### config.mk
export PLATFORM = sky130hd
export DESIGN_NAME = top_k_score_table
export DESIGN_NICKNAME = d
export VERILOG_FILES = /design/src/rtl/tkst_pkg.sv /design/src/rtl/tkst_ctrl.sv /design/src/rtl/tkst_dpath.sv /design/src/rtl/top_k_score_table.sv
export SDC_FILE = /design/constraint.sdc
export NUM_CORES = 2
export LEC_CHECK = 0
export ABC_CLOCK_PERIOD_IN_PS = 18700
export CORE_ASPECT_RATIO = 1.75
export CORE_MARGIN = 5
export CORE_UTILIZATION = 33
export CTS_CLUSTER_SIZE = 16
export DETAILED_ROUTE_END_ITERATION = 7
export DONT_BUFFER_PORTS = 1
export PLACE_DENSITY = 0.52
export SLEW_MARGIN = 10
export SYNTH_ARGS = -nofsm -noshare
export SYNTH_HDL_FRONTEND = slang
export SYNTH_HIERARCHICAL = 1
export SYNTH_SLANG_ARGS = --single-unit
### constraint.sdc
create_clock -name clk -period 18.7 [get_ports clk]
set_input_delay 2.805 -clock clk [delete_from_list [all_inputs] [get_ports clk]]
set_output_delay 2.805 -clock clk [all_outputs]
set_load 0.02 [all_outputs]
### src/rtl/tkst_pkg.sv
// tkst_pkg: shared types and constants for the top-k score table
// beat structs, request and reject codes, controller states and commands
// no dependencies
package tkst_pkg;

	localparam int TKST_DEPTH_DEF = 16;

	// request kinds
	localparam logic REQ_SUBMIT = 1'b0;
	localparam logic REQ_READ   = 1'b1;

	// reject reasons
	localparam logic [1:0] REJ_NONE = 2'd0;
	localparam logic [1:0] REJ_ZERO = 2'd1;
	localparam logic [1:0] REJ_DUP  = 2'd2;
	localparam logic [1:0] REJ_LOW  = 2'd3;

	typedef struct packed {
		logic        req_type;
		logic [63:0] new_score;
		logic [31:0] context_tag;
		logic [3:0]  read_index;
	} req_beat_t;

	typedef struct packed {
		logic        accepted;
		logic [1:0]  reject_reason;
		logic [3:0]  insert_rank;
		logic [63:0] best_score;
		logic [4:0]  entry_count;
		logic        read_valid;
		logic [63:0] read_score;
		logic [31:0] read_tag;
	} rsp_beat_t;

	typedef enum logic [1:0] {
		ST_IDLE,
		ST_CMP,
		ST_DONE
	} state_t;

	// controller to datapath
	typedef struct packed {
		logic load;    // capture request beat
		logic cmp;     // register per-entry compare flags
		logic commit;  // apply table update and load response register
	} cmd_t;

endpackage

### src/rtl/tkst_ctrl.sv
// tkst_ctrl: sequencing state machine of the top-k score table
// drives request stall, response valid and datapath commands
// depends on tkst_pkg
module tkst_ctrl import tkst_pkg::*; (
	input  logic   clk,
	input  logic   arst_n,
	input  logic   req_valid,
	output logic   req_stall,
	output logic   rsp_valid,
	input  logic   rsp_stall,
	output cmd_t   cmd
);

	state_t state_q, state_nxt;
	logic   rsp_valid_q;
	logic   can_commit;

	assign can_commit = !rsp_valid_q || !rsp_stall;

	always_comb begin
		state_nxt = state_q;
		case (state_q)
			ST_IDLE: begin
				if (req_valid) state_nxt = ST_CMP;
			end
			ST_CMP: begin
				state_nxt = ST_DONE;
			end
			ST_DONE: begin
				if (can_commit) state_nxt = ST_IDLE;
			end
			default: begin
				state_nxt = ST_IDLE;
			end
		endcase
	end

	always_comb begin
		req_stall  = 1'b1;
		cmd.load   = 1'b0;
		cmd.cmp    = 1'b0;
		cmd.commit = 1'b0;
		case (state_q)
			ST_IDLE: begin
				req_stall = 1'b0;
				cmd.load  = req_valid;
			end
			ST_CMP: begin
				cmd.cmp = 1'b1;
			end
			ST_DONE: begin
				cmd.commit = can_commit;
			end
			default: begin
				req_stall = 1'b1;
			end
		endcase
	end

	always_ff @(posedge clk or negedge arst_n) begin
		if (!arst_n) begin
			state_q     <= ST_IDLE;
			rsp_valid_q <= 1'b0;
		end else begin
			state_q <= state_nxt;
			if (cmd.commit) rsp_valid_q <= 1'b1;
			else if (!rsp_stall) rsp_valid_q <= 1'b0;
		end
	end

	assign rsp_valid = rsp_valid_q;

endmodule

### src/rtl/tkst_dpath.sv
// tkst_dpath: row of score/tag cells with local compare and shift
// plus request and response registers
// depends on tkst_pkg
module tkst_dpath import tkst_pkg::*; #(
	parameter int DEPTH = TKST_DEPTH_DEF
) (
	input  logic      clk,
	input  logic      arst_n,
	input  cmd_t      cmd,
	input  req_beat_t req,
	output rsp_beat_t rsp
);

	localparam int CW  = $clog2(DEPTH + 1);
	localparam int IW  = (DEPTH > 1) ? $clog2(DEPTH) : 1;
	localparam int IXW = (IW > 4) ? IW : 4;

	req_beat_t   req_q;
	rsp_beat_t   rsp_q;
	logic [63:0] score_q [DEPTH];
	logic [31:0] tag_q   [DEPTH];
	logic [CW-1:0] count_q, count_nxt;
	logic [DEPTH-1:0] ge_q, dup_q;
	logic [DEPTH-1:0] ge_c, dup_c;

	logic          is_submit, full, do_ins;
	logic [1:0]    reason;
	logic [IW-1:0] rank;
	logic [63:0]   best;
	logic [IXW-1:0] idx_ext;
	logic [IW-1:0]  rd_addr;
	logic           rd_ok;

	// per-cell compare against the held request
	always_comb begin
		for (int i = 0; i < DEPTH; i++) begin
			ge_c[i]  = (i < int'(count_q)) && (score_q[i] >= req_q.new_score);
			dup_c[i] = (i < int'(count_q)) && (score_q[i] == req_q.new_score)
				&& (tag_q[i] == req_q.context_tag);
		end
	end

	// ge flags form a prefix of ones, rank is the first zero
	always_comb begin
		rank = '0;
		for (int i = DEPTH - 1; i >= 0; i--) begin
			if (!ge_q[i]) rank = IW'(i);
		end
	end

	assign is_submit = (req_q.req_type == REQ_SUBMIT);
	assign full      = (count_q == CW'(DEPTH));

	always_comb begin
		if (req_q.new_score == 64'd0) reason = REJ_ZERO;
		else if (|dup_q) reason = REJ_DUP;
		else if (full && ge_q[DEPTH-1]) reason = REJ_LOW;
		else reason = REJ_NONE;
	end

	assign do_ins    = is_submit && (reason == REJ_NONE);
	assign count_nxt = (do_ins && !full) ? count_q + CW'(1) : count_q;

	always_comb begin
		if (count_q == '0 && !do_ins) best = 64'd0;
		else if (do_ins && rank == '0) best = req_q.new_score;
		else best = score_q[0];
	end

	// read path, index is at most four bits wide
	assign idx_ext = IXW'(req_q.read_index);
	assign rd_addr = idx_ext[IW-1:0];
	assign rd_ok   = !is_submit && (int'(req_q.read_index) < int'(count_q))
		&& (int'(req_q.read_index) < DEPTH);

	always_ff @(posedge clk or negedge arst_n) begin
		if (!arst_n) begin
			count_q <= '0;
		end else if (cmd.commit) begin
			count_q <= count_nxt;
		end
	end

	always_ff @(posedge clk) begin
		if (cmd.load) req_q <= req;
		if (cmd.cmp) begin
			ge_q  <= ge_c;
			dup_q <= dup_c;
		end
		if (cmd.commit) begin
			rsp_q.accepted      <= do_ins;
			rsp_q.reject_reason <= is_submit ? reason : REJ_NONE;
			rsp_q.insert_rank   <= do_ins ? 4'(rank) : 4'd0;
			rsp_q.best_score    <= best;
			rsp_q.entry_count   <= 5'(count_nxt);
			rsp_q.read_valid    <= rd_ok;
			rsp_q.read_score    <= rd_ok ? score_q[rd_addr] : 64'd0;
			rsp_q.read_tag      <= rd_ok ? tag_q[rd_addr] : 32'd0;
		end
	end

	// each cell keeps, takes the new entry, or takes its upper neighbor
	always_ff @(posedge clk) begin
		if (cmd.commit && do_ins) begin
			for (int i = 0; i < DEPTH; i++) begin
				if (!ge_q[i]) begin
					if (i == 0) begin
						score_q[i] <= req_q.new_score;
						tag_q[i]   <= req_q.context_tag;
					end else if (ge_q[(i > 0) ? i - 1 : 0]) begin
						score_q[i] <= req_q.new_score;
						tag_q[i]   <= req_q.context_tag;
					end else begin
						score_q[i] <= score_q[(i > 0) ? i - 1 : 0];
						tag_q[i]   <= tag_q[(i > 0) ? i - 1 : 0];
					end
				end
			end
		end
	end

	assign rsp = rsp_q;

endmodule

### src/rtl/top_k_score_table.sv
// top_k_score_table: bounded table of the highest scores in descending order
// instantiates tkst_ctrl and tkst_dpath, depends on tkst_pkg
//
// channel | signals                        | beat
// --------+--------------------------------+---------------------------
// request | req_valid, req_stall, req      | submit or read, req_beat_t
// response| rsp_valid, rsp_stall, rsp      | one result, rsp_beat_t
//
// each item passes through accept, per-cell compare and commit in turn
// the commit waits while an earlier result is held and stalled in the
// response register; a new request is taken as soon as the commit is done
// reset clears the entry count; cell contents stay undefined until written
// and are never seen, since only cells below the count are compared or read
module top_k_score_table import tkst_pkg::*; #(
	parameter int DEPTH = TKST_DEPTH_DEF  // table entries, 1 to 64
) (
	input  logic      clk,
	input  logic      arst_n,
	input  logic      req_valid,
	output logic      req_stall,
	input  req_beat_t req,
	output logic      rsp_valid,
	input  logic      rsp_stall,
	output rsp_beat_t rsp
);

	cmd_t cmd;

	// sequencing: stall, response valid, step commands
	tkst_ctrl u_ctrl (
		.clk       (clk),
		.arst_n    (arst_n),
		.req_valid (req_valid),
		.req_stall (req_stall),
		.rsp_valid (rsp_valid),
		.rsp_stall (rsp_stall),
		.cmd       (cmd)
	);

	// cells, compare flags, request and response registers
	tkst_dpath #(
		.DEPTH (DEPTH)
	) u_dpath (
		.clk    (clk),
		.arst_n (arst_n),
		.cmd    (cmd),
		.req    (req),
		.rsp    (rsp)
	);

endmodule

## Word-level counts from Yosys, hierarchy flattened

Memory sizes are Yosys's and may differ from the RTL's. A register that Yosys moved wholly into a read port is not among the register bits.
Index checks and enable logic that the tools add are counted.
W data, S select, Z words.

- Logic and storage cells: 371
- Memory bits (writable): 1,536
- Input bits: 105
- Memories kept: 2
- Output and inout bits: 175
- Bits in registers: 218

- Equality and inequality tests: 38
- Bitwise operators: 31
- Mux-type cells: 182
- Reductions and logical operators: 69
- Order comparisons: 33
- $add $sub $neg: 1

Memories:

| memory | depth | bits a word | read ports | clocked after Yosys merged registers in | wr ports | RTL line | RTL |
|---|---|---|---|---|---|---|---|
| u_dpath.score_q | 16 | 64 | 17 | 1 | 16 | tkst_dpath.sv:20 | `logic [63:0] score_q [DEPTH];` |
| u_dpath.tag_q | 16 | 32 | 17 | 1 | 16 | tkst_dpath.sv:21 | `logic [31:0] tag_q [DEPTH];` |

Operator list:

| operator | number |
|---|---|
| $eq A64 B64 Y1 | 16 |
| $ge A64 B64 Y1 | 16 |
| $mux W64 | 16 |
| $eq A32 B32 Y1 | 16 |
| $mux W32 | 15 |
| $mux W1 | 128 |
| $logic_not A64 Y1 | 1 |
| $mux W4 | 16 |
| $logic_and A1 B1 Y1 | 55 |
| $lt A4 B5 Y1 const A | 8 |
| $or A1 B1 Y1 | 30 |
| $lt A3 B5 Y1 const A | 4 |
| $reduce_or A16 Y1 | 1 |
| $lt A1 B5 Y1 const A | 2 |
| $lt A2 B5 Y1 const A | 2 |
| $mux W2 | 5 |
| $logic_not A1 Y1 | 6 |
| $pmux W2 S3 | 1 |
| $add A5 B1 Y5 const B | 1 |
| $eq A5 B5 Y1 const B | 1 |
| $logic_not A5 Y1 | 1 |
| $lt A4 B5 Y1 | 1 |
| $mux W5 | 1 |
| $logic_not A2 Y1 | 2 |
| other kinds (8) | 9 |

## Depth between registers and ports, before layout

- Depth after elaboration: 19
- Mapped depth: 15
- Gate-level depth less buffers: 10

## Hierarchy

Netlist, hierarchy kept.

By module, submodules not included:

| module | cells an instance | area an instance (sq um) | seq. area each (sq um) | instances |
|---|---|---|---|---|
| tkst_dpath | 8,131 | 115,465.7 | 55,438.2 | 1 |
| tkst_ctrl | 14 | 132.6 | 75.1 | 1 |

## Worst setup path before layout

Ideal clock, no wire load.

- Kind: input port to flip-flop
- Start point: in rsp_stall
- End point: mem u_dpath.score_q[11][0] (enable)
- Data arrival time: 15.920 ns
- Path slack: 2.228 ns
- Path buffers: 2
- Stages: 5
- Required time: 18.148 ns
- Library setup time: 0.552 ns
- Cell sequence: a21oi_1 -> nand2_4 -> buf_6 -> clkbuf_1 -> nor2_1

RTL lines:

| item | RTL line | RTL |
|---|---|---|
| from (decl) | top_k_score_table.sv:23 | `input logic rsp_stall,` |
| to (decl) | tkst_dpath.sv:20 |  |

==> qor.csv <==
metric;value;unit
Vias;76680;
antenna violations before repair;40;
Crit Path Category;flip-flop to flip-flop;
setup bufs post-CTS;0;
crit path launch type;flip-flop;
nets;9254;
Inserted Clock Buffers;202;
Gate power share;20.5;%
post-synth top area cell;edfxtp_1;
Clk pin slew, worst setup/hold paths;0.07;ns
cts hold-fix bufs;0;
final hold violation count;0;
status;complete, no violations;
Yosys reg bits;1850;
worst hold path startpoint;u_dpath/score_q[12][0];
ys flop type;edfxtp_1;
post-synthesis cell type count;78;
Async SR Flop Fraction;0.4324;%
CP max FO;39;
cells along the critical path;nor4_1, nand4_1, or4_4, nand3_4, inv_2, nand2_4, or3_4, buf_4, buf_4, mux2_2;
die area;0.3627;sq mm
clock power share;36.4;%
GRT overflow;0;
clk_skew;0.09019;ns
flop2flop setup slack;12.50;ns
# rows;287;
Port Buf Inserts;0;
clk sink count;1850;
Hold Crit Class;flip-flop to flip-flop;
post-synthesis sequential area ratio;48.02;%
Max-Cap Viols;0;
yosys warns;6;
all-layer global routing usage;25.09;%
area occupied by multi-input gates;0.05721;sq mm
met2 Usage GRT;43.84;%
layout cell share with drive strength beyond 1;27.62;%
H-tree levels;4;
number of synthesized flops with an enable pin;1842;
Clock Latency Late Sink;0.94;ns
Post-Route Utilization;36.55;%
Clock Tree Buf Depth;4;
Synth Area per Inst;14.19;sq um
post-layout minimum cycle time;6.200;ns
post-synthesis cell count;8145;
filler cell count;33310;
path depth of the worst reg2reg path;10;
largest net degree at the start of global routing;101;
Max IR drop VDD;0.08752;mV
CTS tree;done;
core area;0.3490;sq mm
worst hold stages;1;
Initial Util;33.12;%
WP buf/inv;3;
Fmax;0.1613;GHz
clock root buffer;clkbuf_16;
Synth area leaders;edfxtp_1, mux2_2, ha_1;
area share of the largest cell type after synthesis;47.85;%
DR iter-0 viols;6718;
die height;793.0;um
RSZ-0062 raised after global routing;no;
Layout area overhead;10.35;%
cell mode on critical path;buf_4;
highest-delay cell along the critical path;nor4_1;
commonest non-fill, non-tap cell in the layout;edfxtp_1;
family with the most delay on the worst path;simple AND/OR/NAND/NOR gates;
Worst R2R Start;u_dpath/req_q[44];
Reg area;0.05551;sq mm
Internal;8016;uW
met3 Usage GRT;3.490;%
first-pass GRT wire length;643400;um
Ports;280;
Routed WL;471100;um
GP Congestion;0.9582;
Pwr per Cell Area;89.75;mW/mm^2
met1 GRT Util;27.16;%
switching power share of the total;29.98;%
worst hold endpoint;u_dpath/score_q[13][0];
crit path DAT;6.82;ns
fin crit share;33.16;%
HPWL after detailed placement;353400;um
Worst R2R End;u_dpath/score_q[2][21];
most frequent cells in the layout;edfxtp_1, mux2_2, ha_1;
# DRC;0;
routed len/inst;36.45;um
vias in the first global route;78580;
Max stage delay on crit path;0.73;ns
sw power;3433;uW
max_slew headroom;15.99;%
Routed Antenna Nets;0;
setup_tns;0;ns
setup violators final;0;
die width;457.4;um
Worst Setup End Kind;flip-flop;
Data required, critical path;19.32;ns
leak pwr;0.04472;uW
Synthesized Nets;9279;
CTS resizes;0;
mapped cell area;0.1156;sq mm
drt pass-1 iters;7;
via/cell ratio;5.932;
Reg power frac;43.2;%
GRT busiest layer;met2;
max-slew violations;0;
worst-margin pin slew;1.260;ns
flip-flops by register name, summed over array words and instances, names as in the netlist:
signal            flops
u_ctrl/state_q        2
u_dpath/tag_q       512
u_dpath/count_q       5
u_dpath/idx_ext       4
u_dpath/req_q        97
u_dpath/rsp         173
u_dpath/score_q    1024
u_dpath/dup_q        16
u_dpath/ge_q         16
u_ctrl/rsp_valid      1
Yosys cell counts (all sizes together), types with 6 or more instances:
master and instances:
dfrtp 8, a221oi 13, nor4 134, inv 122, buf 239, nand2b 8, o31ai 12, nand4 274
and3 18, ha 1029, a21boi 7, a221o 8, o21ai 233, nor2b 139, xor2 251, o211ai 34
o21bai 11, nor3 71, o22ai 7, a2111oi 17, a211oi 59, mux2 1441, a31oi 10, or4 8
nand2 298, xnor2 269, a21o 125, clkbuf 265, or3 20, edfxtp 1842, o21a 15, nand3 109
and4 24, a21oi 316, and2 6, nor2 162, mux4 480
metal layers:
layer	wire length (um)	share of wire, %
met1	166200	35
met2	234600	50
met3	23610	5.0
met4	46530	9.9
met5	168	0.036
per-stage QoR:
step | total power, uW | worst slack (ns) | std cells | hold slack, ns | instance area (sq um)
floorplan | 6479 | 2.228 | 8145 | 0.4244 | 115600
global placement | 7324 | 12.13 | 12540 | 0.5759 | 121000
detailed placement | 7369 | 12.04 | 12540 | 0.5897 | 121000
CTS | 11570 | 12.41 | 12900 | 0.5410 | 127500
global route | 11850 | 12.36 | 12910 | 0.5789 | 127500
finish | 11450 | 12.50 | 12930 | 0.5427 | 127600
worst max-delay path by stage:
stage | start | end | slack (ns) | cells past startpoint
finish | u_dpath/req_q[44] | u_dpath/score_q[2][21] | 12.50 | 10
global route | u_dpath/req_q[44] | u_dpath/score_q[2][15] | 12.36 | 10
CTS | u_dpath/req_q[44] | u_dpath/score_q[2][8] | 12.41 | 10
detailed placement | rsp_stall | u_dpath/score_q[1][12] | 12.04 | 6
global placement | rsp_stall | u_dpath/score_q[1][13] | 12.13 | 6
floorplan | rsp_stall | u_dpath/score_q[11][0] | 2.23 | 5
kinds of logic after synthesis:
kind of cell,share of synthesized area (%)
AO/OA/AOI/OAI,4.805
XOR/XNOR,3.940
adder cells (fa/ha/maj),11.14
buffers and inverters,2.802
flip-flops,48.02
multiplexers,23.39
AND/OR/NAND/NOR,5.904
power groups by stage:
stage	Sequential (uW)	Clock [uW]	Combinational [uW]
final	4940	4160	2340
after global routing	4950	4410	2490
after CTS	4950	4270	2350
after detailed placement	5030	0	2330
after global placement	5040	0	2290
after floorplan	5050	0	1430
layout make-up:
class	count	area share, %
Tap cell	4624	4.536
Inverter	122	0.3590
Timing Repair Buffer	275	1.628
Clock inverter	118	0.9250
Multi-Input combinational cell	5669	44.85
Clock buffer	240	4.130
Sequential cell	1850	43.52
Antenna cell	28	0.05493
Power figures use the tool's default switching activity.
